### src/hw/rtl/llrr_pkg.sv
package llrr_pkg;

    localparam int MAX_LAG     = 64;
    localparam int PTR_W       = $clog2(MAX_LAG);
    localparam int LEN_W       = $clog2(MAX_LAG + 1);
    localparam int SUM_W       = 32 + PTR_W;
    localparam int LATENCY     = 9;

    localparam int COEFF_W     = 17;
    localparam int GAIN_W      = 32;
    localparam int LAG_CFG_W   = 7;
    localparam int DATA_W      = 32;
    localparam int VOL_W       = 48;
    localparam int ADDR_W      = 4;

    localparam logic [COEFF_W-1:0]   INFLOW_COEFF_RST    = 17'd32768;
    localparam logic [COEFF_W-1:0]   RECESSION_COEFF_RST = 17'd0;
    localparam logic [GAIN_W-1:0]    STORAGE_GAIN_RST    = 32'd65536;
    localparam logic [LAG_CFG_W-1:0] LAG_STEPS_RST       = 7'd1;

    typedef enum logic [1:0] {
        REG_INFLOW_COEFF    = 2'd0,
        REG_RECESSION_COEFF = 2'd1,
        REG_STORAGE_GAIN    = 2'd2,
        REG_LAG_STEPS       = 2'd3
    } t_reg_idx;

    typedef enum logic [3:0] {
        S_IDLE,
        S_OLD,
        S_REL,
        S_OUT,
        S_MUL2,
        S_SRND,
        S_GMUL,
        S_GSUM,
        S_VOL
    } t_state;

    typedef struct packed {
        logic [COEFF_W-1:0]   inflow_coeff;
        logic [COEFF_W-1:0]   recession_coeff;
        logic [GAIN_W-1:0]    storage_gain;
        logic [LAG_CFG_W-1:0] lag_steps;
    } t_cfg;

    typedef struct packed {
        logic take;
        logic upd;
        logic rel;
        logic outc;
        logic mul2;
        logic srnd;
        logic gmul;
        logic gsum;
        logic load;
    } t_cmd;

endpackage

### src/hw/rtl/llrr_ctrl.sv
module llrr_ctrl (
    input  logic            i_clk,
    input  logic            i_rst_n,
    input  logic            i_in_valid,
    output logic            o_in_ready,
    output logic            o_out_valid,
    input  logic            i_out_ready,
    output llrr_pkg::t_cmd  o_cmd
);

    llrr_pkg::t_state r_state;
    llrr_pkg::t_state n_state;
    logic             r_out_valid;
    logic             n_out_valid;
    logic             w_free;

    // the result register can take a new value once it is empty or being drained
    assign w_free      = !r_out_valid || i_out_ready;
    assign o_out_valid = r_out_valid;

    always_ff @(posedge i_clk) begin
        if (!i_rst_n) begin
            r_state     <= llrr_pkg::S_IDLE;
            r_out_valid <= 1'b0;
        end else begin
            r_state     <= n_state;
            r_out_valid <= n_out_valid;
        end
    end

    always_comb begin
        case (r_state)
            llrr_pkg::S_IDLE: n_state = i_in_valid ? llrr_pkg::S_OLD : llrr_pkg::S_IDLE;
            llrr_pkg::S_OLD:  n_state = llrr_pkg::S_REL;
            llrr_pkg::S_REL:  n_state = llrr_pkg::S_OUT;
            llrr_pkg::S_OUT:  n_state = llrr_pkg::S_MUL2;
            llrr_pkg::S_MUL2: n_state = llrr_pkg::S_SRND;
            llrr_pkg::S_SRND: n_state = llrr_pkg::S_GMUL;
            llrr_pkg::S_GMUL: n_state = llrr_pkg::S_GSUM;
            llrr_pkg::S_GSUM: n_state = llrr_pkg::S_VOL;
            llrr_pkg::S_VOL:  n_state = w_free ? llrr_pkg::S_IDLE : llrr_pkg::S_VOL;
            default:          n_state = llrr_pkg::S_IDLE;
        endcase
    end

    always_comb begin
        o_cmd      = '0;
        o_in_ready = 1'b0;
        case (r_state)
            llrr_pkg::S_IDLE: begin
                o_in_ready = 1'b1;
                o_cmd.take = i_in_valid;
            end
            llrr_pkg::S_OLD:  o_cmd.upd  = 1'b1;
            llrr_pkg::S_REL:  o_cmd.rel  = 1'b1;
            llrr_pkg::S_OUT:  o_cmd.outc = 1'b1;
            llrr_pkg::S_MUL2: o_cmd.mul2 = 1'b1;
            llrr_pkg::S_SRND: o_cmd.srnd = 1'b1;
            llrr_pkg::S_GMUL: o_cmd.gmul = 1'b1;
            llrr_pkg::S_GSUM: o_cmd.gsum = 1'b1;
            llrr_pkg::S_VOL:  o_cmd.load = w_free;
            default: begin
            end
        endcase
    end

    always_comb begin
        if (o_cmd.load) begin
            n_out_valid = 1'b1;
        end else if (i_out_ready) begin
            n_out_valid = 1'b0;
        end else begin
            n_out_valid = r_out_valid;
        end
    end

endmodule

### config.mk
export PLATFORM = sky130hd
export DESIGN_NAME = llrr_ctrl
export DESIGN_NICKNAME = d
export VERILOG_FILES = /design/src/hw/rtl/llrr_pkg.sv /design/src/hw/rtl/llrr_ctrl.sv
export SDC_FILE = /design/constraint.sdc
export NUM_CORES = 1
export LEC_CHECK = 0
export BUFFER_PORTS_ARGS = -buffer_cell sky130_fd_sc_hd__buf_2
export CORE_AREA = 2 2 39 41
export CTS_BUF_LIST = sky130_fd_sc_hd__clkbuf_16
export DETAILED_ROUTE_END_ITERATION = 16
export DIE_AREA = 0 0 41 43
export GPL_ROUTABILITY_DRIVEN = 0
export PLACE_DENSITY = 0.51
export SLEW_MARGIN = 20
export SYNTH_ARGS = -nofsm -noshare
export SYNTH_HDL_FRONTEND = slang
export SYNTH_SLANG_ARGS = --single-unit
### constraint.sdc
create_clock -name i_clk -period 1.42 [get_ports i_clk]
set_input_delay 0.355 -clock i_clk [delete_from_list [all_inputs] [get_ports i_clk]]
set_output_delay 0.355 -clock i_clk [all_outputs]
set_load 0.1 [all_outputs]
==> impl_results.md <==
* Path depth of the worst reg2reg path at 3
* Worst-Skew Late Latency at 230 ps
* Num CTS Buffers at 3
* Leakage at 0.367 nW
* Layout area overhead at 189%
* Hold path endpoint: r_state[3]
* CP Buf/Inv Count at 1
* Violated checks: setup timing
* Design Area, Final at 893 µm²
* First-pass detailed-route iteration total at 2
* Flop2flop setup slack at 210 ps
* Reg-to-Reg Start: r_state[0]
* Area contributors post-synth: dfxtp_1, nor3_1, nand2b_1
* Core box area at 1380 µm²
* Initial antenna violation count at 0
* Tmin final at 1770 ps
* Slew Viols, Final at 0
* Synth Area per Inst at 8.83 µm²
* CTS tree: built
* Post-Route Setup TNS at -2220 ps
* Drt total wl at 981 µm
* Slew HR at 85.6%
* CP Cell Sequence: or4b_4, nor2b_4, buf_12
* Routed WL per cell at 11.8 µm
* GR Util All Layers at 14.0%
* Antenna diodes at 0
* Crit-path slowest cell: or4b_4
* Worst Setup Path Type: register to output port
* Outcome: finished with violations
* CTS H-tree lvls at 1
* CP Capture Type: output port
* DRC Markers at 0
* Final nets at 72
* Hold Vio Cnt, Final at 0
* Setup Skew at 4.52 ps
* Vias per std cell at 4.39
* Die H at 43 µm
* Post-Synthesis Cells at 35
* DP HPWL at 591 µm
* Worst r2r dst: o_out_valid
* Placed Cells at 69
* Starting density of the core at 22.3%
* Max Buffers Root-to-Sink at 2
* # rows at 14
* Vias in the first global route at 355
* Clock slew at reported path FFs at 40 ps
* I/O pins at 15
* Cell Count, Final, Fillers Out at 83
* Maximum vdd drop at 774 µV
* EDFF count, synth at 0
* Critical Path RT at 1070 ps
* Hold Path Class: input port to register
* First-pass GRT wire length at 1620 µm
* HP Start: i_rst_n
* Sequential cell area at 106 µm²
* Synth top area share at 32.4%
* Async SR Flop Fraction at 0%
* # setup viols final at 10
* Critical-path maximum fanout at 2
* F_max at 566 MHz
* Top cells by count, synth: nor3_1, dfxtp_1, nand2b_1
* Synth Flop Type: dfxtp_1
* DRT antenna net count at 0
* PD cells at 1050 nW/µm²
* Port buffer count at 14
* Syn Std Cell Area at 309 µm²
* DRT iter0 DRCs at 1
* Delay-heaviest family, CP: simple AND/OR/NAND/NOR gates
* Grt ovf at 0
* Slowest stage delay, CP at 550 ps
* Critical path startpoint category: register
* CTS sink count at 5
* Synth warnings at 0
* Largest net degree at the start of global routing at 10
* Place WS at -171 ps
* Via count at 364
* Post-place instance area at 668 µm²
* Fill count at 110
* Register bit total from synthesis at 5
* Max-Cap Viols at 0
* Die Span X at 41 µm
* Dominant cell type by area after synthesis: dfxtp_1
* WP data arrival at 1410 ps
* CTS root buffer: clkbuf_16
* RSZ-0062 raised after global routing: yes
* Slew at the pin with the worst max-slew slack at 215 ps
* Footprint of the multi-input gates at 283 µm²
* Post-Syn Nets at 39
* Hold path cells at 2
* Cell variety after synth at 19
* Period Utilization, post-route at 125%
* Count leader, synth: nor3_1
* Fraction of layout cells with a size suffix above 1 at 85.1%
* PnR worst setup slack at -348 ps
* Post-synthesis sequential area ratio at 32.4%
* DIE AREA at 1760 µm²
[worst max-delay path by stage]
stage               cells past startpoint  startpoint       end
detailed placement                      3  r_state[1]  o_cmd[0]
finish                                  3  r_state[0]  o_cmd[0]
global placement                        3  r_state[1]  o_cmd[0]
CTS                                     3  r_state[1]  o_cmd[0]
floorplan                               3  r_state[0]  o_cmd[8]
global route                            3  r_state[0]  o_cmd[0]
[flip-flops by register name, indices dropped and copies added, names as in the netlist]
name,count
r_state,4
o_out_valid,1
[cell usage in the layout, fill, tap and decap left out, drive strengths merged, types with 2 or more instances in the layout]
| cell type | count |
|---|---|
| buf | 32 |
| nor3 | 6 |
| dfxtp | 5 |
| nand2b | 4 |
| clkbuf | 3 |
| nor2 | 2 |
| a21oi | 2 |
| nand3b | 2 |
[report_power, final]
group	leakage, nW	internal, mW	switching, mW
combinational	0.282	0.136	0.189
clock	0.0423	0.365	0.0922
sequential	0.0429	0.149	0.00488
[cells by family (layout without fill, tap and decap cells)]
| kind of cell | after synthesis | count (layout) | share of synthesized area, % |
|---|---|---|---|
| AND/OR/NAND/NOR | 21 | 21 | 42.5 |
| AO/OA/AOI/OAI | 5 | 5 | 15.0 |
| buffers and inverters | 4 | 36 | 10.1 |
| flip-flops | 5 | 5 | 32.4 |
[area by class of cell]
cell class	count	share of cell area [%]
Clock buffer	3	8.40
Sequential cell	5	11.9
Multi-Input combinational cell	26	31.7
Tap cell	16	2.24
Timing Repair Buffer	32	45.4
Clock inverter	1	0.420
[metrics by stage]
stage          power, mW  utilization, %  hold WS [ps]
2_1_floorplan      0.345               -           463
3_3_place_gp       0.440            48.3           520
3_5_place_dp       0.442            48.3           521
4_1_cts            0.938            63.9           388
5_1_grt            0.968            64.6           398
6_report           0.937            64.6           383
[metal layers]
metal  part of all wire (%)  GRT usage [%]
met1                     42           17.8
met2                     53           20.6
met3                    5.0           7.85
met4                      0           2.00
met5                      0              0
[timing repair]
action / 4_1_cts / 5_1_grt
buffers inserted: 9 / 1
setup endpoints to repair: 10 / 10
hold buffers: 0 / 0
pin swaps: 6 / 3
resized for setup: 15 / 1
Note: power is estimated with default switching activity, not from simulation.
