<file path="config.mk">
export PLATFORM = sky130hd
export DESIGN_NAME = llrr_cfg
export DESIGN_NICKNAME = d
export VERILOG_FILES = /design/src/hw/rtl/llrr_pkg.sv /design/src/hw/rtl/llrr_cfg.sv
export SDC_FILE = /design/constraint.sdc
export NUM_CORES = 1
export LEC_CHECK = 0
export BUFFER_PORTS_ARGS = -buffer_cell sky130_fd_sc_hd__buf_2
export CORE_MARGIN = 2
export CORE_UTILIZATION = 45
export CTS_CLUSTER_SIZE = 25
export DETAILED_ROUTE_END_ITERATION = 10
export GPL_TIMING_DRIVEN = 0
export HOLD_SLACK_MARGIN = 0.08
export MAX_ROUTING_LAYER = met4
export PLACE_DENSITY = 0.85
export RECOVER_POWER = 50
export SETUP_SLACK_MARGIN = 0.4
export SYNTH_ARGS = -nofsm -noshare
export SYNTH_HDL_FRONTEND = slang
export SYNTH_SLANG_ARGS = --single-unit
</file>
<file path="constraint.sdc">
create_clock -name i_clk -period 4.7 [get_ports i_clk]
set_clock_uncertainty 0.1 [all_clocks]
set_input_delay 1.175 -clock i_clk [delete_from_list [all_inputs] [get_ports i_clk]]
set_output_delay 1.175 -clock i_clk [all_outputs]
set_load 0.01 [all_outputs]
</file>
<file path="src/hw/rtl/llrr_pkg.sv">
package llrr_pkg;

    localparam int MAX_LAG     = 64;
    localparam int PTR_W       = $clog2(MAX_LAG);
    localparam int LEN_W       = $clog2(MAX_LAG + 1);
    localparam int SUM_W       = 32 + PTR_W;
    localparam int LATENCY     = 9;

    localparam int COEFF_W     = 17;
    localparam int GAIN_W      = 32;
    localparam int LAG_CFG_W   = 7;
    localparam int DATA_W      = 32;
    localparam int VOL_W       = 48;
    localparam int ADDR_W      = 4;

    localparam logic [COEFF_W-1:0]   INFLOW_COEFF_RST    = 17'd32768;
    localparam logic [COEFF_W-1:0]   RECESSION_COEFF_RST = 17'd0;
    localparam logic [GAIN_W-1:0]    STORAGE_GAIN_RST    = 32'd65536;
    localparam logic [LAG_CFG_W-1:0] LAG_STEPS_RST       = 7'd1;

    typedef enum logic [1:0] {
        REG_INFLOW_COEFF    = 2'd0,
        REG_RECESSION_COEFF = 2'd1,
        REG_STORAGE_GAIN    = 2'd2,
        REG_LAG_STEPS       = 2'd3
    } t_reg_idx;

    typedef enum logic [3:0] {
        S_IDLE,
        S_OLD,
        S_REL,
        S_OUT,
        S_MUL2,
        S_SRND,
        S_GMUL,
        S_GSUM,
        S_VOL
    } t_state;

    typedef struct packed {
        logic [COEFF_W-1:0]   inflow_coeff;
        logic [COEFF_W-1:0]   recession_coeff;
        logic [GAIN_W-1:0]    storage_gain;
        logic [LAG_CFG_W-1:0] lag_steps;
    } t_cfg;

    typedef struct packed {
        logic take;
        logic upd;
        logic rel;
        logic outc;
        logic mul2;
        logic srnd;
        logic gmul;
        logic gsum;
        logic load;
    } t_cmd;

endpackage

</file>
<file path="src/hw/rtl/llrr_cfg.sv">
module llrr_cfg (
    input  logic                                i_clk,
    input  logic                                i_rst_n,
    input  logic                                psel,
    input  logic                                penable,
    input  logic                                pwrite,
    input  logic [llrr_pkg::ADDR_W-1:0]         paddr,
    input  logic [llrr_pkg::DATA_W-1:0]         pwdata,
    output logic [llrr_pkg::DATA_W-1:0]         prdata,
    output logic                                pready,
    output llrr_pkg::t_cfg                      o_cfg
);

    llrr_pkg::t_cfg     r_cfg;
    llrr_pkg::t_reg_idx w_idx;
    logic               w_wr;

    assign w_idx  = llrr_pkg::t_reg_idx'(paddr[3:2]);
    assign pready = 1'b1;
    assign w_wr   = psel && penable && pwrite && pready;
    assign o_cfg  = r_cfg;

    always_ff @(posedge i_clk) begin
        if (!i_rst_n) begin
            r_cfg.inflow_coeff    <= llrr_pkg::INFLOW_COEFF_RST;
            r_cfg.recession_coeff <= llrr_pkg::RECESSION_COEFF_RST;
            r_cfg.storage_gain    <= llrr_pkg::STORAGE_GAIN_RST;
            r_cfg.lag_steps       <= llrr_pkg::LAG_STEPS_RST;
        end else if (w_wr) begin
            case (w_idx)
                llrr_pkg::REG_INFLOW_COEFF: begin
                    r_cfg.inflow_coeff <= pwdata[llrr_pkg::COEFF_W-1:0];
                end
                llrr_pkg::REG_RECESSION_COEFF: begin
                    r_cfg.recession_coeff <= pwdata[llrr_pkg::COEFF_W-1:0];
                end
                llrr_pkg::REG_STORAGE_GAIN: begin
                    r_cfg.storage_gain <= pwdata[llrr_pkg::GAIN_W-1:0];
                end
                llrr_pkg::REG_LAG_STEPS: begin
                    r_cfg.lag_steps <= pwdata[llrr_pkg::LAG_CFG_W-1:0];
                end
                default: begin
                end
            endcase
        end
    end

    always_comb begin
        case (w_idx)
            llrr_pkg::REG_INFLOW_COEFF: begin
                prdata = llrr_pkg::DATA_W'(r_cfg.inflow_coeff);
            end
            llrr_pkg::REG_RECESSION_COEFF: begin
                prdata = llrr_pkg::DATA_W'(r_cfg.recession_coeff);
            end
            llrr_pkg::REG_STORAGE_GAIN: begin
                prdata = r_cfg.storage_gain;
            end
            llrr_pkg::REG_LAG_STEPS: begin
                prdata = llrr_pkg::DATA_W'(r_cfg.lag_steps);
            end
            default: begin
                prdata = '0;
            end
        endcase
    end

endmodule

</file>
==> qor.csv <==
metric,value,unit
GRT met3 Usage,5.03,%
Synth Area in Adders,0,%
Worst Path Required,3420,ps
most frequent cells in the layout,"nand2_1, buf_2, mux2i_1, dfxtp_1, clkbuf_1",
clk_lat worst skew,330,ps
VDD IR max,0.000154,V
global-route wire length before repair,14100,um
Post-Synthesis Cells,343,
Yosys cell types,23,
Synth Cell Area,3300,um^2
largest family of logic cells by synthesized area,multiplexers,
clock power share,39.1,%
DRC Markers,0,
Net Sw Frac,24.2,%
global route hottest layer,met2,
layout cells sized above 1,25.5,%
critical path type,in2out,
Post-DRT Antenna Nets,0,
CTS sink count,73,
Num CTS Buffers,9,
count of input and output buffers,142,
Power Internal,0.928,mW
most frequent CP cell,buf_2,
max reg flops,73,
DR vias,3002,
Final Net Count,537,
Comb power frac,9.2,%
slew margin rel.,12.9,%
critical-path cell list,"buf_2, buf_4, clkbuf_1, mux4_2, buf_2",
# diodes,0,
Post-Route WL,9720,um
Worst Hold Class,reg2reg,
Worst R2R Path Depth,2,
P&R area growth vs syn,28.4,%
Rows,31,
Worst Hold Endpoint,o_cfg[32],
CTS resizes,0,
Achievable Freq,247,MHz
Post-Synth Simple-Gate Area,18.6,%
WHS Path Cells,2,
"commonest non-fill, non-tap cell in the layout",nand2_1,
Sum Neg Setup Slack,0,ps
Max-cap violations,0,
Synth Register Bits,73,
Seq pwr share,51.7,%
largest net degree at the start of global routing,12,
Worst Path Arrival,2770,ps
P_leak,1.85,nW
Tcrit/Tclk final,86.2,%
r2r setup slk,3890,ps
status,"finished, final reports clean",
Power Dens Cells,289,nW/um^2
Compound-Gate Fraction of Synth Area,2.62,%
Routed WL per cell,16.2,um
maximum clock path buffer count,2,
total power draw,1.22,mW
FF-to-FF Start,o_cfg[0],
type of origin of the critical path,primary input,
CTS tree,done,
# IOs,147,
detailed placement HPWL,6910,um
met1 Resource Use GR,29.1,%
setup bufs post-CTS,0,
Root Buffer,clkbuf_8,
Final Cell Area,4240,um^2
gpl congestion,0.847,
Synth top area share,44.3,%
Final min period,4050,ps
RSZ-0062 raised after global routing,no,
peak per-stage delay on the critical path,640,ps
mux share of post-synthesis cell area,29.1,%
DRT iter0 DRCs,140,
area post-placement,4130,um^2
"Slowest-stage cell, CP",clkbuf_1,
Worst-Margin Slew,1300,ps
fillers,665,
final hold vios,0,
Overflow after GRT,0,
endpoint type of the worst setup path,primary output,
DR pass1 iterations,4,
initial antenna violation count,0,
Final setup viols,0,
initial core utilization,46.0,%
synth top area cells,"dfxtp_1, mux2i_1, nand2_1",
"Slew Viols, Final",0,
vias per inst,5.00,
met2 GRT Util,41.5,%
worst hold start,o_cfg[32],
Worst-path clk slew,70,ps
hold-fix buffer count after cts,0,
YS warnings,0,
Hold WS,373,ps
sequential fraction of the synthesis area,44.3,%
total core area,7180,um^2
Die Height,89.6,um
peak fanout along the critical path,10,
number of global-route vias before repair,2831,
leading area contributor after synthesis,dfxtp_1,
total track usage,24.2,%
FF-to-FF End,o_cfg[0],
Synth Area in XOR/XNOR,0,%
Psw,0.296,mW
syn_nets,384,
Chip Width,89.6,um
H-Tree Depth,3,
"Avg Cell Area, Syn",9.62,um^2
die area,8030,um^2
## metal layers
metal  routed length (um)  share of wire [%]
met5                    0                  0
met3                  481                5.0
met1                 4270                 44
met4                   85               0.87
met2                 4880                 50
## critical path, delay by kind of cell
| family | cells | cell delay, ps |
|---|---|---|
| buffers and inverters | 4 | 1180 |
| multiplexers | 1 | 410 |
## cells in the mapped netlist
cell / instances
and2_1: 17
and2b_4: 1
and3_1: 1
buf_2: 4
buf_4: 4
buf_6: 6
clkbuf_1: 12
conb_1: 1
dfxtp_1: 73
inv_1: 3
mux2i_1: 80
mux4_2: 7
nand2_1: 113
nand3_1: 1
nand3_4: 1
nor2_4: 1
nor2b_1: 1
nor3_4: 1
o211ai_1: 2
o21ai_0: 11
o311ai_0: 1
o31ai_1: 1
or3_4: 1
## cell families (layout without fill, tap and decap cells)
kind of cell / count (synthesis) / count (layout)
AND/OR/NAND/NOR: 138 / 138
other: 1 / 1
buffers and inverters: 29 / 187
flip-flops: 73 / 73
multiplexers: 87 / 87
AO/OA/AOI/OAI: 15 / 15
## through the flow
| step | utilization (%) | instances | setup WS (ps) |
|---|---|---|---|
| after detailed placement | 57.6 | 584 | 1060 |
| after global placement | 57.6 | 584 | 1080 |
| after CTS | 60.2 | 600 | 1060 |
| after floorplan | - | 343 | 1450 |
| final | 59.0 | 600 | 651 |
| after global routing | 59.0 | 600 | 539 |
## final cells by class
type | count | area, um^2 | share of cell area [%]
Inverter | 3 | 11.3 | 0.266
Clock inverter | 3 | 40.0 | 0.945
Sequential cell | 73 | 1460 | 34.5
Clock buffer | 13 | 149 | 3.52
Buffer | 26 | 148 | 3.49
Timing Repair Buffer | 142 | 653 | 15.4
Tap cell | 99 | 124 | 2.92
Multi-Input combinational cell | 241 | 1650 | 38.9
## power groups by stage
stage	sequential, mW	clock [mW]	combinational [mW]
after floorplan	0.650	0	0.0605
after global placement	0.646	0	0.111
after detailed placement	0.647	0	0.115
after CTS	0.633	0.486	0.115
after global routing	0.634	0.517	0.122
final	0.633	0.479	0.112
## worst max path at each step
stage / from / endpoint / slack [ps] / cells past startpoint
after floorplan: paddr[2] / prdata[0] / 1450 / 2
after global placement: paddr[3] / prdata[9] / 1080 / 6
after detailed placement: paddr[3] / prdata[13] / 1060 / 6
after CTS: paddr[3] / prdata[13] / 1060 / 6
after global routing: paddr[3] / prdata[16] / 540 / 6
final: paddr[3] / prdata[3] / 650 / 5
No activity file was read; power rests on OpenSTA's default activity.
